$ cat config.mk
export PLATFORM = sky130hd
export DESIGN_NAME = priority_voice_allocator
export DESIGN_NICKNAME = d
export VERILOG_FILES = /design/src/pva_pkg.sv /design/src/pva_cell.sv /design/src/priority_voice_allocator.sv
export SDC_FILE = /design/constraint.sdc
export NUM_CORES = 1
export LEC_CHECK = 0
export BUFFER_PORTS_ARGS = -buffer_cell sky130_fd_sc_hd__buf_4
export CAP_MARGIN = 20
export CORE_ASPECT_RATIO = 1.5
export CORE_MARGIN = 4
export CORE_UTILIZATION = 45
export DETAILED_ROUTE_END_ITERATION = 10
export GPL_ROUTABILITY_DRIVEN = 0
export GPL_TIMING_DRIVEN = 0
export PLACE_DENSITY = 0.58
export SKIP_CTS_REPAIR_TIMING = 1
export SLEW_MARGIN = 10
export SYNTH_ARGS = -nofsm -noshare
export SYNTH_HDL_FRONTEND = slang
export SYNTH_SLANG_ARGS = --single-unit
$ cat constraint.sdc
create_clock -name i_clk -period 7.62 [get_ports i_clk]
set_input_delay 0 -clock i_clk [delete_from_list [all_inputs] [get_ports i_clk]]
set_output_delay 0 -clock i_clk [all_outputs]
set_load 0.1 [all_outputs]
$ cat src/pva_pkg.sv
`timescale 1ns / 1ps

package pva_pkg;

    // built sizes and distance scaling defaults
    localparam int NUM_VOICES_DEF     = 8;
    localparam int MAX_DIST_DEF       = 2025;
    localparam int PRIORITY_STEPS_DEF = 10;

    // request codes
    localparam logic [2:0] REQ_START    = 3'd0;
    localparam logic [2:0] REQ_STOP_OWN = 3'd1;
    localparam logic [2:0] REQ_RELINK   = 3'd2;
    localparam logic [2:0] REQ_STOP_ALL = 3'd3;
    localparam logic [2:0] REQ_FINISH   = 3'd4;

    // result actions
    localparam logic [1:0] ACT_NONE  = 2'd0;
    localparam logic [1:0] ACT_START = 2'd1;
    localparam logic [1:0] ACT_STOP  = 2'd2;

    // configuration register indexes
    localparam logic [1:0] CFG_CHANNELS = 2'd0;
    localparam logic [1:0] CFG_ENABLE   = 2'd1;

    // state of one voice
    typedef struct packed {
        logic [7:0]  owner;
        logic [7:0]  sound;
        logic [11:0] prio;
        logic        playing;
    } t_voice;

    typedef enum logic [3:0] {
        ST_IDLE,
        ST_ABS,
        ST_DIST,
        ST_CHECK,
        ST_DIV,
        ST_MUL,
        ST_LIMIT,
        ST_EVICT,
        ST_OWNER,
        ST_FREE,
        ST_PLACE,
        ST_OP,
        ST_DONE,
        ST_FLUSH
    } t_state;

endpackage

$ cat src/pva_cell.sv
`timescale 1ns / 1ps

module pva_cell (
    input  logic            i_clk,
    input  logic            i_rst_n,
    input  logic            i_shift,
    input  pva_pkg::t_voice i_d,
    output pva_pkg::t_voice o_q
);

    pva_pkg::t_voice r_v;

    // one voice slot, moves one place toward the head per shift
    always_ff @(posedge i_clk) begin
        if (!i_rst_n) begin
            r_v <= '0;
        end else if (i_shift) begin
            r_v <= i_d;
        end
    end

    assign o_q = r_v;

endmodule

$ cat src/priority_voice_allocator.sv
`timescale 1ns / 1ps
// channel   | ports                                          | handshake
// request   | start, busy, i_req_type .. i_voice_index       | start & !busy
// result    | o_valid, o_action .. o_last                    | o_valid, one cycle
// config    | i_cfg_valid, o_cfg_ready, i_cfg_index, i_cfg_data | valid & ready
//
// voices sit in a ring of cells; a scan rotates the ring by NUM_VOICES places so
// each voice passes the head once. a start first works out distance and scaling
// (ABS, DIST, CHECK, then DIV with at most PRIORITY_STEPS division steps and MUL),
// then runs up to five scans and the closing DONE and FLUSH states. other requests
// take one scan and FLUSH, unknown codes only FLUSH. o_last shows in the same cycle
// that busy drops. reset is synchronous and frees all voices. results cannot be
// stalled.

module priority_voice_allocator #(
    parameter int NUM_VOICES     = pva_pkg::NUM_VOICES_DEF,
    parameter int MAX_DIST       = pva_pkg::MAX_DIST_DEF,
    parameter int PRIORITY_STEPS = pva_pkg::PRIORITY_STEPS_DEF
) (
    input  logic               i_clk,
    input  logic               i_rst_n,
    input  logic               start,
    output logic               busy,
    input  logic [2:0]         i_req_type,
    input  logic [7:0]         i_owner_id,
    input  logic [7:0]         i_new_owner_id,
    input  logic               i_owner_is_player,
    input  logic [7:0]         i_sound_id,
    input  logic [7:0]         i_base_priority,
    input  logic signed [4:0]  i_voice_limit,
    input  logic [6:0]         i_volume,
    input  logic signed [31:0] i_offset_x,
    input  logic signed [31:0] i_offset_y,
    input  logic [2:0]         i_voice_index,
    output logic               o_valid,
    output logic [1:0]         o_action,
    output logic [2:0]         o_voice,
    output logic [7:0]         o_voice_sound,
    output logic [11:0]        o_scaled_priority,
    output logic               o_last,
    input  logic               i_cfg_valid,
    output logic               o_cfg_ready,
    input  logic [1:0]         i_cfg_index,
    input  logic [3:0]         i_cfg_data
);

    localparam int VW   = (NUM_VOICES > 1) ? $clog2(NUM_VOICES) : 1;
    localparam int CW   = $clog2(NUM_VOICES + 1);
    localparam int ADJ0 = MAX_DIST / PRIORITY_STEPS;
    localparam int ADJ  = (ADJ0 == 0) ? 1 : ADJ0;

    pva_pkg::t_state r_state, n_state;

    // latched request
    logic [2:0]  r_req;
    logic [7:0]  r_owner, r_new_owner, r_snd, r_base;
    logic        r_player;
    logic [4:0]  r_lim;
    logic [6:0]  r_vol;
    logic [31:0] r_x, r_y;
    logic [2:0]  r_vidx;
    logic [CW-1:0] r_ch;

    // configuration
    logic [3:0] r_cfg_ch;
    logic       r_cfg_en;

    // distance and priority
    logic [31:0] r_ax, r_ay;
    logic [16:0] r_rem;
    logic [4:0]  r_steps;
    logic [11:0] r_pri;

    // scan bookkeeping
    logic [VW-1:0] r_idx, r_rs, r_lp, r_first, r_hi, r_lo, r_tgt;
    logic [CW-1:0] r_found;
    logic [11:0]   r_run;
    logic          r_lp_ok, r_first_ok, r_hi_ok, r_lo_ok, r_rr;

    // pending result and output registers
    logic        r_pend_v;
    logic [1:0]  r_pend_act;
    logic [VW-1:0] r_pend_voice;
    logic [7:0]  r_pend_snd;
    logic [11:0] r_pend_pri;
    logic        r_out_v, r_out_last;
    logic [1:0]  r_out_act;
    logic [2:0]  r_out_voice;
    logic [7:0]  r_out_snd;
    logic [11:0] r_out_pri;

    // ring of voice cells
    pva_pkg::t_voice w_q [NUM_VOICES];
    pva_pkg::t_voice w_head, w_wb;
    logic w_shift;

    for (genvar g = 0; g < NUM_VOICES; g++) begin : g_cell
        pva_pkg::t_voice w_d;
        if (g == NUM_VOICES - 1) begin : g_tail
            assign w_d = w_wb;
        end else begin : g_mid
            assign w_d = w_q[g + 1];
        end
        pva_cell u_cell (
            .i_clk   (i_clk),
            .i_rst_n (i_rst_n),
            .i_shift (w_shift),
            .i_d     (w_d),
            .o_q     (w_q[g])
        );
    end

    assign w_head = w_q[0];

    logic          w_accept, w_act, w_end, w_stop_ok, w_lim_hit, w_reject;
    logic [CW-1:0] w_rsn_full;
    logic [VW-1:0] w_rsn;
    logic [32:0]   w_sum;
    logic [31:0]   w_mn;
    logic [16:0]   w_dist;
    logic [4:0]    w_factor;
    logic [12:0]   w_prod;
    logic          w_lim_match, w_lim_low, w_free_hit, w_rr_hit;
    logic          w_first_now_ok, w_hi_now_ok, w_lo_now_ok;
    logic [CW-1:0] w_found_now;
    logic [VW-1:0] w_first_now, w_hi_now, w_lo_now;

    assign w_accept = start && !busy;
    assign w_act    = CW'(r_idx) < r_ch;
    assign w_end    = r_idx == VW'(NUM_VOICES - 1);

    // limit scan, counting the voice at the head in this cycle
    assign w_lim_match = w_act && (w_head.sound == r_snd) && (w_head.owner != '0);
    assign w_lim_low   = w_lim_match && (r_run >= w_head.prio);
    assign w_found_now = r_found + CW'(w_lim_match);
    assign w_lim_hit   = 6'(w_found_now) >= {2'b00, r_lim[3:0]};

    // round-robin start for this search
    assign w_rsn_full = CW'(r_rs) + CW'(1);
    assign w_rsn = (w_rsn_full >= r_ch) ? '0 : r_rs + VW'(1);

    // free and replaceable voice search, counting the head in this cycle
    assign w_free_hit     = w_act && (w_head.owner == '0);
    assign w_rr_hit       = w_act && (r_pri >= w_head.prio);
    assign w_first_now_ok = r_first_ok || w_free_hit;
    assign w_first_now    = r_first_ok ? r_first : r_idx;
    assign w_hi_now_ok    = r_hi_ok || (w_rr_hit && r_idx >= w_rsn);
    assign w_hi_now       = r_hi_ok ? r_hi : r_idx;
    assign w_lo_now_ok    = r_lo_ok || (w_rr_hit && r_idx < w_rsn);
    assign w_lo_now       = r_lo_ok ? r_lo : r_idx;

    // octagonal distance
    assign w_mn   = (r_ax < r_ay) ? r_ax : r_ay;
    assign w_sum  = {1'b0, r_ax} + {1'b0, r_ay} - {2'b00, w_mn[31:1]};
    assign w_dist = w_sum[32:16];
    assign w_reject = (r_snd == '0) || !r_cfg_en || (r_vol == '0) || (r_owner == '0) ||
                      (r_rem >= 17'(MAX_DIST));
    assign w_factor = 5'(PRIORITY_STEPS) - r_steps;
    assign w_prod   = {5'd0, r_base} * {8'd0, w_factor};

    assign w_shift = (r_state == pva_pkg::ST_LIMIT) || (r_state == pva_pkg::ST_EVICT) ||
                     (r_state == pva_pkg::ST_OWNER) || (r_state == pva_pkg::ST_FREE) ||
                     (r_state == pva_pkg::ST_PLACE) || (r_state == pva_pkg::ST_OP);

    // next state
    always_comb begin
        n_state = r_state;
        unique case (r_state)
            pva_pkg::ST_IDLE: begin
                if (w_accept) begin
                    if (i_req_type == pva_pkg::REQ_START) n_state = pva_pkg::ST_ABS;
                    else if (i_req_type <= pva_pkg::REQ_FINISH) n_state = pva_pkg::ST_OP;
                    else n_state = pva_pkg::ST_FLUSH;
                end
            end
            pva_pkg::ST_ABS:   n_state = pva_pkg::ST_DIST;
            pva_pkg::ST_DIST:  n_state = pva_pkg::ST_CHECK;
            pva_pkg::ST_CHECK: n_state = w_reject ? pva_pkg::ST_FLUSH : pva_pkg::ST_DIV;
            pva_pkg::ST_DIV: begin
                if (!(r_rem >= 17'(ADJ) && r_steps < 5'(PRIORITY_STEPS)))
                    n_state = pva_pkg::ST_MUL;
            end
            pva_pkg::ST_MUL: begin
                if (!r_lim[4]) n_state = pva_pkg::ST_LIMIT;
                else n_state = r_player ? pva_pkg::ST_FREE : pva_pkg::ST_OWNER;
            end
            pva_pkg::ST_LIMIT: begin
                if (w_end) begin
                    if (w_lim_hit) begin
                        n_state = (r_lp_ok || w_lim_low) ? pva_pkg::ST_EVICT
                                                         : pva_pkg::ST_FLUSH;
                    end else begin
                        n_state = r_player ? pva_pkg::ST_FREE : pva_pkg::ST_OWNER;
                    end
                end
            end
            pva_pkg::ST_EVICT: begin
                if (w_end) n_state = r_player ? pva_pkg::ST_FREE : pva_pkg::ST_OWNER;
            end
            pva_pkg::ST_OWNER: begin
                if (w_end) begin
                    n_state = (r_first_ok || w_stop_ok) ? pva_pkg::ST_PLACE
                                                        : pva_pkg::ST_FREE;
                end
            end
            pva_pkg::ST_FREE: begin
                if (w_end) begin
                    n_state = (w_first_now_ok || w_hi_now_ok || w_lo_now_ok)
                              ? pva_pkg::ST_PLACE : pva_pkg::ST_FLUSH;
                end
            end
            pva_pkg::ST_PLACE: if (w_end) n_state = pva_pkg::ST_DONE;
            pva_pkg::ST_OP:    if (w_end) n_state = pva_pkg::ST_FLUSH;
            pva_pkg::ST_DONE:  n_state = pva_pkg::ST_FLUSH;
            pva_pkg::ST_FLUSH: n_state = pva_pkg::ST_IDLE;
            default:           n_state = pva_pkg::ST_IDLE;
        endcase
    end

    // head of the ring: write-back value and result push
    logic          w_push;
    logic [1:0]    w_push_act;
    logic [VW-1:0] w_push_voice;
    logic [7:0]    w_push_snd;
    logic [11:0]   w_push_pri;

    always_comb begin
        w_wb         = w_head;
        w_push       = 1'b0;
        w_push_act   = pva_pkg::ACT_STOP;
        w_push_voice = r_idx;
        w_push_snd   = w_head.sound;
        w_push_pri   = '0;
        w_stop_ok    = 1'b0;
        unique case (r_state)
            pva_pkg::ST_OP: begin
                case (r_req)
                    pva_pkg::REQ_STOP_OWN: w_stop_ok = w_act && (w_head.owner == r_owner);
                    pva_pkg::REQ_RELINK: begin
                        if (r_owner != '0 && w_act && w_head.owner == r_owner)
                            w_wb.owner = r_new_owner;
                    end
                    pva_pkg::REQ_STOP_ALL: begin
                        w_push = w_act && (w_head.playing || w_head.owner != '0);
                        w_wb   = '0;
                    end
                    pva_pkg::REQ_FINISH: begin
                        if (w_act && 6'(r_idx) == 6'(r_vidx) && w_head.playing) begin
                            w_push        = 1'b1;
                            w_wb.owner    = '0;
                            w_wb.sound    = '0;
                            w_wb.playing  = 1'b0;
                        end
                    end
                    default: ;
                endcase
            end
            pva_pkg::ST_EVICT: w_stop_ok = (r_idx == r_lp);
            pva_pkg::ST_OWNER: w_stop_ok = w_act && (w_head.owner == r_owner);
            pva_pkg::ST_PLACE: begin
                if (r_idx == r_tgt) begin
                    w_push = r_rr && w_head.playing;
                    w_wb   = '{owner: r_owner, sound: r_snd, prio: r_pri, playing: 1'b1};
                end
            end
            pva_pkg::ST_DONE: begin
                w_push       = 1'b1;
                w_push_act   = pva_pkg::ACT_START;
                w_push_voice = r_tgt;
                w_push_snd   = r_snd;
                w_push_pri   = r_pri;
            end
            default: ;
        endcase
        // stop of one voice
        if (w_stop_ok) begin
            w_push       = w_head.playing;
            w_wb.owner   = '0;
            w_wb.playing = 1'b0;
        end
    end

    // control and datapath registers
    always_ff @(posedge i_clk) begin
        if (!i_rst_n) begin
            r_state    <= pva_pkg::ST_IDLE;
            r_cfg_ch   <= 4'd8;
            r_cfg_en   <= 1'b1;
            r_idx      <= '0;
            r_rs       <= '0;
            r_pend_v   <= 1'b0;
            r_out_v    <= 1'b0;
            r_found    <= '0;
            r_lp_ok    <= 1'b0;
            r_first_ok <= 1'b0;
            r_hi_ok    <= 1'b0;
            r_lo_ok    <= 1'b0;
            r_rr       <= 1'b0;
        end else begin
            r_state <= n_state;
            r_out_v <= 1'b0;

            // configuration writes
            if (i_cfg_valid) begin
                if (i_cfg_index == pva_pkg::CFG_CHANNELS) r_cfg_ch <= i_cfg_data;
                else if (i_cfg_index == pva_pkg::CFG_ENABLE) r_cfg_en <= i_cfg_data[0];
            end

            // request capture
            if (w_accept) begin
                r_req       <= i_req_type;
                r_owner     <= i_owner_id;
                r_new_owner <= i_new_owner_id;
                r_player    <= i_owner_is_player;
                r_snd       <= i_sound_id;
                r_base      <= i_base_priority;
                r_lim       <= i_voice_limit;
                r_vol       <= i_volume;
                r_x         <= i_offset_x;
                r_y         <= i_offset_y;
                r_vidx      <= i_voice_index;
                if (r_cfg_ch == '0) r_ch <= CW'(1);
                else if (32'(r_cfg_ch) > NUM_VOICES) r_ch <= CW'(NUM_VOICES);
                else r_ch <= CW'(r_cfg_ch);
                r_idx      <= '0;
                r_found    <= '0;
                r_lp_ok    <= 1'b0;
                r_first_ok <= 1'b0;
                r_hi_ok    <= 1'b0;
                r_lo_ok    <= 1'b0;
                r_rr       <= 1'b0;
            end

            // distance and scaling
            if (r_state == pva_pkg::ST_ABS) begin
                r_ax <= r_x[31] ? (32'd0 - r_x) : r_x;
                r_ay <= r_y[31] ? (32'd0 - r_y) : r_y;
            end
            if (r_state == pva_pkg::ST_DIST) begin
                r_rem   <= w_dist;
                r_steps <= '0;
            end
            if (r_state == pva_pkg::ST_DIV && r_rem >= 17'(ADJ) &&
                r_steps < 5'(PRIORITY_STEPS)) begin
                r_rem   <= r_rem - 17'(ADJ);
                r_steps <= r_steps + 5'd1;
            end
            if (r_state == pva_pkg::ST_MUL) begin
                r_pri <= w_prod[11:0];
                r_run <= w_prod[11:0];
            end

            // scan index
            if (w_shift) r_idx <= w_end ? '0 : r_idx + VW'(1);

            // per-sound limit scan
            if (r_state == pva_pkg::ST_LIMIT && w_lim_match) begin
                r_found <= r_found + CW'(1);
                if (w_lim_low) begin
                    r_lp    <= r_idx;
                    r_lp_ok <= 1'b1;
                    r_run   <= w_head.prio;
                end
            end

            // owner scan: first match becomes the target
            if (r_state == pva_pkg::ST_OWNER && w_stop_ok && !r_first_ok) begin
                r_first    <= r_idx;
                r_first_ok <= 1'b1;
            end
            if (r_state == pva_pkg::ST_OWNER && w_end) begin
                r_tgt <= w_first_now;
                r_rr  <= 1'b0;
            end

            // free voice and round-robin scan
            if (r_state == pva_pkg::ST_FREE) begin
                if (w_free_hit && !r_first_ok) begin
                    r_first    <= r_idx;
                    r_first_ok <= 1'b1;
                end
                if (w_rr_hit) begin
                    if (r_idx >= w_rsn && !r_hi_ok) begin
                        r_hi    <= r_idx;
                        r_hi_ok <= 1'b1;
                    end
                    if (r_idx < w_rsn && !r_lo_ok) begin
                        r_lo    <= r_idx;
                        r_lo_ok <= 1'b1;
                    end
                end
                if (w_end) begin
                    if (w_first_now_ok) begin
                        r_tgt <= w_first_now;
                        r_rr  <= 1'b0;
                    end else begin
                        r_rs  <= w_rsn;
                        r_tgt <= w_hi_now_ok ? w_hi_now : w_lo_now;
                        r_rr  <= 1'b1;
                    end
                end
            end

            // result queue: hold one, release it when the next arrives or at the flush
            if (w_push) begin
                r_pend_v     <= 1'b1;
                r_pend_act   <= w_push_act;
                r_pend_voice <= w_push_voice;
                r_pend_snd   <= w_push_snd;
                r_pend_pri   <= w_push_pri;
                if (r_pend_v) begin
                    r_out_v     <= 1'b1;
                    r_out_last  <= 1'b0;
                    r_out_act   <= r_pend_act;
                    r_out_voice <= 3'(r_pend_voice);
                    r_out_snd   <= r_pend_snd;
                    r_out_pri   <= r_pend_pri;
                end
            end
            if (r_state == pva_pkg::ST_FLUSH) begin
                r_pend_v    <= 1'b0;
                r_out_v     <= 1'b1;
                r_out_last  <= 1'b1;
                r_out_act   <= r_pend_v ? r_pend_act : pva_pkg::ACT_NONE;
                r_out_voice <= r_pend_v ? 3'(r_pend_voice) : 3'd0;
                r_out_snd   <= r_pend_v ? r_pend_snd : 8'd0;
                r_out_pri   <= r_pend_v ? r_pend_pri : 12'd0;
            end
        end
    end

    // outputs
    always_comb begin
        busy              = r_state != pva_pkg::ST_IDLE;
        o_cfg_ready       = 1'b1;
        o_valid           = r_out_v;
        o_action          = r_out_act;
        o_voice           = r_out_voice;
        o_voice_sound     = r_out_snd;
        o_scaled_priority = r_out_pri;
        o_last            = r_out_last;
    end

endmodule

==> flow_summary.ini, run 1 <==
[job]
drv_cap = 0

[sta]
hold_viol_final = 0
slew_headroom = 0.3460
final.setup_skew_ns = 0.02337
tns_ns = 0
setup_violations = 0
holdWs_ns = 0.1048
finalMaxSlewViolations = 0
period_minus_slack_ns = 7.069
clock.fmax_mhz = 141.5
grt_setup_unrepaired = false
worst_pin_slew_ns = 0.9736
min_period_over_period = 0.9277

[final_layout]
n_antenna_cell = 0
drive_gt1_frac = 0.09482
nets = 3238
areaGrowthSynthToFinish_pct = 20.12

[power_and_ir_drop]
power_density_nw_per_um2 = 289.8
worst_ir_drop_vdd_mv = 0.1926
total_power_mw = 9.212
p_leak_nw = 11.79

[detailed_routing]
postRouteWirelength_um = 66740
drtIter0Drc = 1122
drcViolationCount = 0
final_antenna_net_count = 0
routedWlPerCell_um = 17.82
dr.pass1.iters = 5
viasPerCell = 5.251
dr_total_vias = 19658

[hold_path]
hp-class = in -> reg

[logic_synthesis]
ys_seq_area_frac = 0.5300
ys_warn_count = 0
synth_fp_nets = 2893
synthArstFlopShare = 0
avgSynthCellArea_um2 = 10.23
synthCells = 2587
synth-edff-count = 295
synthesis.area_um2 = 26460
synthFlopType = edfxtp_1
yosysUniqueCellTypes = 76
ys_ff_latch = 553

[clock_tree]
cts.path.max_buffers = 3
path_clk_slew_ns = 0.06
cts_tree = yes
clk_latency_ns = 0.61
cts_made_buffers = 53
cts_root_buf = clkbuf_16
cts_max_level = 2
cts.sinks = 553

[grt]
grt_max_degree = 36
grt_overflow = 0
grt_usage = 0.2053
grt_pass1_vias = 19680
grt_pass1_wl_um = 102500
grt_antenna_before_repair = 0

[worst_setup_path]
required_ns = 7.96
crit_path_max_fanout = 10
cp.arrival_ns = 7.41
crit_path_end_kind = register
critPathKind = reg -> reg
critPathLaunchType = register

[floorplan]
die_w_um = 206.0
core-area_um2 = 58110
rows = 108
start_util = 0.4554
fp.dieH_um = 305.0
pin_count = 154
die_area_um2 = 62830

[placement]
dp_hpwl_um = 51020
io_buffers = 152

[status]
status = finished clean
final cells by class:
cell class,instances,area [µm²]
Tap cell,770,963.4
Sequential cell,553,14020
Buffer,118,451.7
Timing Repair Buffer,290,2581
Clock buffer,81,1546
Fill cell,5173,26320
Multi-Input combinational cell,1791,11560
Clock inverter,16,187.7
Inverter,125,469.2
worst max-delay path, stage by stage, from the launching register on:
cell,delay (ns)
edfxtp_1,0.45
ha_1,0.34
a21o_1,0.16
a21oi_1,0.17
o21bai_1,0.08
a21o_1,0.18
a21o_1,0.17
a21oi_1,0.14
nor2_1,0.10
a2111oi_2,0.45
buf_1,0.25
clkbuf_2,0.38
mux2i_1,0.29
fa_1,0.46
ha_1,0.35
a21oi_1,0.19
nor2_1,0.07
a2111oi_0,0.70
o211ai_1,0.39
a311oi_2,0.48
o21ai_0,0.24
a21oi_1,0.30
nor4bb_1,0.10
or3_1,0.36
flip-flops by register name, indices dropped and copies added (netlist names), 17 cells and up:
name / cells
r_x: 32
r_rem: 17
r_ax: 32
r_y: 32
g_cell.u_cell.o_q: 232
r_ay: 32
cell families (layout without fill, tap and decap cells):
family	after synthesis	count (layout)	synth area share
and+or+nand+nor	904	904	0.1525
DFF	553	553	0.5300
AOI/OAI and AO/OA	512	512	0.1167
buffers and inverters	243	630	0.03471
adders and majority gates	181	181	0.09892
xor gates and xnor gates	129	129	0.04270
muxes	63	63	0.02426
other	2	2	0.0002838
cell usage after synthesis (all sizes together) (44+ instances only):
cell	count	share of area
dfxtp	258	0.20
inv	125	0.018
a21oi	268	0.051
clkbuf	108	0.015
xnor2	104	0.034
o21ai	80	0.015
nor2b	44	0.010
ha	134	0.063
fa	47	0.036
mux2i	54	0.020
nor2	99	0.014
nand2	551	0.078
edfxtp	295	0.33
power by group:
| part | total (mW) | switching, mW | internal, mW |
|---|---|---|---|
| clock network | 2.63 | 1.12 | 1.50 |
| logic | 2.87 | 1.82 | 1.05 |
| registers | 3.72 | 0.193 | 3.52 |
| total | 9.21 | 3.13 | 6.08 |
layout by cell type (no fill, tap or decap), drive strengths merged, types with 80 or more instances in the layout:
cell type    synthesis  final
nand2              551    551
edfxtp             295    295
a21oi              268    268
dfxtp              258    258
clkbuf             108    189
buf                 10    173
ha                 134    134
inv                125    128
dlygate4sd3          0    127
xnor2              104    104
nor2                99     99
o21ai               80     80
layer usage:
metal / part of all wire / vias up / wire (µm) / global-route usage
met5: 0 / - / 0 / 0
met4: 0.040 / 0 / 2652 / 0.07448
met3: 0.036 / 125 / 2418 / 0.02904
met2: 0.54 / 434 / 36020 / 0.3939
met1: 0.38 / 9397 / 25650 / 0.2260
li1: - / 9702 / - / -
path summary, 6_finish.rpt:
path                            cells after the start                      from  slack (ns)                       end
worst max-delay path                               23                  r_ax[25]        0.55                 r_rem[16]
worst min-delay path                                2            i_offset_y[11]        0.10                   r_y[11]
worst max register to register                     23                  r_ax[25]        0.55                 r_rem[16]
worst min register to register                      2  g_cell[6].u_cell.o_q[23]        0.45  g_cell[6].u_cell.o_q[23]
per-stage QoR:
stage               setup WS, ns    util  std cells  area [µm²]
global placement          -1.936  0.4916       3509       28570
finish                    0.5511  0.5470       3744       31790
floorplan                 0.9199       -       2587       26460
detailed placement       -0.1498  0.4949       3519       28760
global route              0.1911  0.5470       3744       31790
CTS                      -0.1731  0.5247       3616       30490
(Power assumes the default switching activity.)
==> inputs of run 2 (changes only) <==
==> constraint.sdc (replaced) <==
create_clock -name i_clk -period 8.5 [get_ports i_clk]
set_input_delay 0 -clock i_clk [delete_from_list [all_inputs] [get_ports i_clk]]
set_output_delay 0 -clock i_clk [all_outputs]
set_load 0.1 [all_outputs]
==> run 2 against run 1 <==
Net effect: setup slack improved by 0.18 ns; hold slack got worse by 0.00081 ns; die area did not move; power fell by 10%; sequential cell count did not move; clock skew barely moved; first-iteration DRC count fell by 1.3%; largest power group unchanged; final cell count did not move; combinational power fell by 10%; clock power fell by 11%.
==> flow_summary.ini, run 2 (synthesis gave the netlist of run 1 again) <==
[power_and_ir_drop]
intPower_mw = 5.447
p_clk_frac = 0.285
pwr-share-seq = 0.404
worst_ir_drop_vdd_mv = 0.1726
switching_share = 0.3398
combPwrFrac = 0.311
power_switching_mw = 2.804
power_density_nw_per_um2 = 259.7
p_leak_nw = 11.78

[clock_tree]
cts.path.max_buffers = 3
cts_root_buf = clkbuf_16
cts_max_level = 2
cts_tree = yes
cts_made_buffers = 53
clk_latency_ns = 0.61
path_clk_slew_ns = 0.06
cts.sinks = 553

[worst_setup_path]
critPathLaunchType = register
crit_path_max_fanout = 10
critPathKind = reg -> reg
required_ns = 8.84
crit_path_end_kind = register
cp.arrival_ns = 8.11

[floorplan]
die_w_um = 206.0
start_util = 0.4554
core-area_um2 = 58110
pin_count = 154
rows = 108
fp.dieH_um = 305.0
die_area_um2 = 62830

[detailed_routing]
dr.pass1.iters = 5
postRouteWirelength_um = 66730
dr_total_vias = 19571
routedWlPerCell_um = 17.82
drcViolationCount = 0
drtIter0Drc = 1107
viasPerCell = 5.227
final_antenna_net_count = 0

[final_layout]
areaGrowthSynthToFinish_pct = 20.07
final_cell_mix = nand2_1, edfxtp_1, a21oi_1
nets = 3238
largest_reg_flops = 232
drive_gt1_frac = 0.09348
final_common_cell = nand2_1
n_antenna_cell = 0
final_area_um2 = 31770
final_util = 0.5468

[sta]
period_minus_slack_ns = 7.767
setup_violations = 0
final.setup_skew_ns = 0.02318
finalMaxSlewViolations = 0
clock.fmax_mhz = 128.8
worst_pin_slew_ns = 0.9856
slew_headroom = 0.3379
hold_viol_final = 0
tns_ns = 0
min_period_over_period = 0.9138
grt_setup_unrepaired = false

[grt]
grt_pass1_wl_um = 102500
grt_pass1_vias = 19680
grt_antenna_before_repair = 0
grt_max_degree = 36
grt_overflow = 0
grt_usage = 0.2053

[placement]
dp_hpwl_um = 51020
io_buffers = 152
place_area_um2 = 28760

[job]
drv_cap = 0

[status]
status = finished clean

[hold_path]
hp-class = in -> reg
-- run 2: power by group through the flow --
| stage | Sequential [mW] | Clock [mW] | Combinational (mW) |
|---|---|---|---|
| 6_report | 3.33 | 2.35 | 2.57 |
| 5_1_grt | 3.35 | 2.52 | 2.89 |
| 4_1_cts | 3.33 | 2.42 | 2.53 |
| 3_5_place_dp | 3.38 | 0 | 2.52 |
| 3_3_place_gp | 3.42 | 0 | 2.42 |
| 2_1_floorplan | 3.36 | 0 | 1.80 |
-- run 2: metal layers --
layer | share of wire | global-route usage | wire, µm
met1 | 0.38 | 0.2260 | 25570
met4 | 0.037 | 0.07448 | 2450
met2 | 0.54 | 0.3939 | 36230
met3 | 0.037 | 0.02904 | 2486
met5 | 0 | 0 | 0
-- run 2: layout make-up --
class | count | area (µm²)
clock inverter | 16 | 187.7
buffer | 118 | 449.2
inverter | 125 | 469.2
fill | 5172 | 26330
timing repair buffer | 290 | 2581
tap | 770 | 963.4
multi-input combinational | 1791 | 11550
sequential | 553 | 14020
clock buffer | 81 | 1546
-- run 2: path summary, 6_finish.rpt --
kind | from | end | slack (ns) | cells past startpoint
worst max-delay path | r_ax[25] | r_rem[16] | 0.73 | 23
worst min-delay path | i_offset_y[11] | r_y[11] | 0.10 | 2
worst max register to register | r_ax[25] | r_rem[16] | 0.73 | 23
worst min register to register | g_cell[6].u_cell.o_q[23] | g_cell[6].u_cell.o_q[23] | 0.45 | 2
-- run 2: metrics by stage --
step	cells	hold slack, ns	total power [mW]	setup WS [ns]
global route	3744	0.08207	8.766	0.3278
detailed placement	3519	0.1793	5.903	0.7302
global placement	3509	0.1780	5.845	-1.056
CTS	3616	-0.4804	8.279	0.7070
floorplan	2587	0.09887	5.164	1.800
finish	3744	0.1040	8.251	0.7330
-- run 2: critical path: stages (launching register included) --
cell,delay (ns)
edfxtp_1,0.45
ha_1,0.34
a21o_1,0.16
a21oi_1,0.17
o21bai_1,0.08
a21o_1,0.18
a21o_1,0.17
a21oi_1,0.14
nor2_1,0.09
a2111oi_1,0.65
buf_1,0.27
clkbuf_1,0.64
mux2i_1,0.33
fa_1,0.46
ha_1,0.35
a21oi_1,0.19
nor2_1,0.07
a2111oi_0,0.70
o211ai_1,0.35
a311oi_1,0.65
o21ai_0,0.29
a21oi_1,0.31
nor4bb_1,0.10
or3_1,0.36
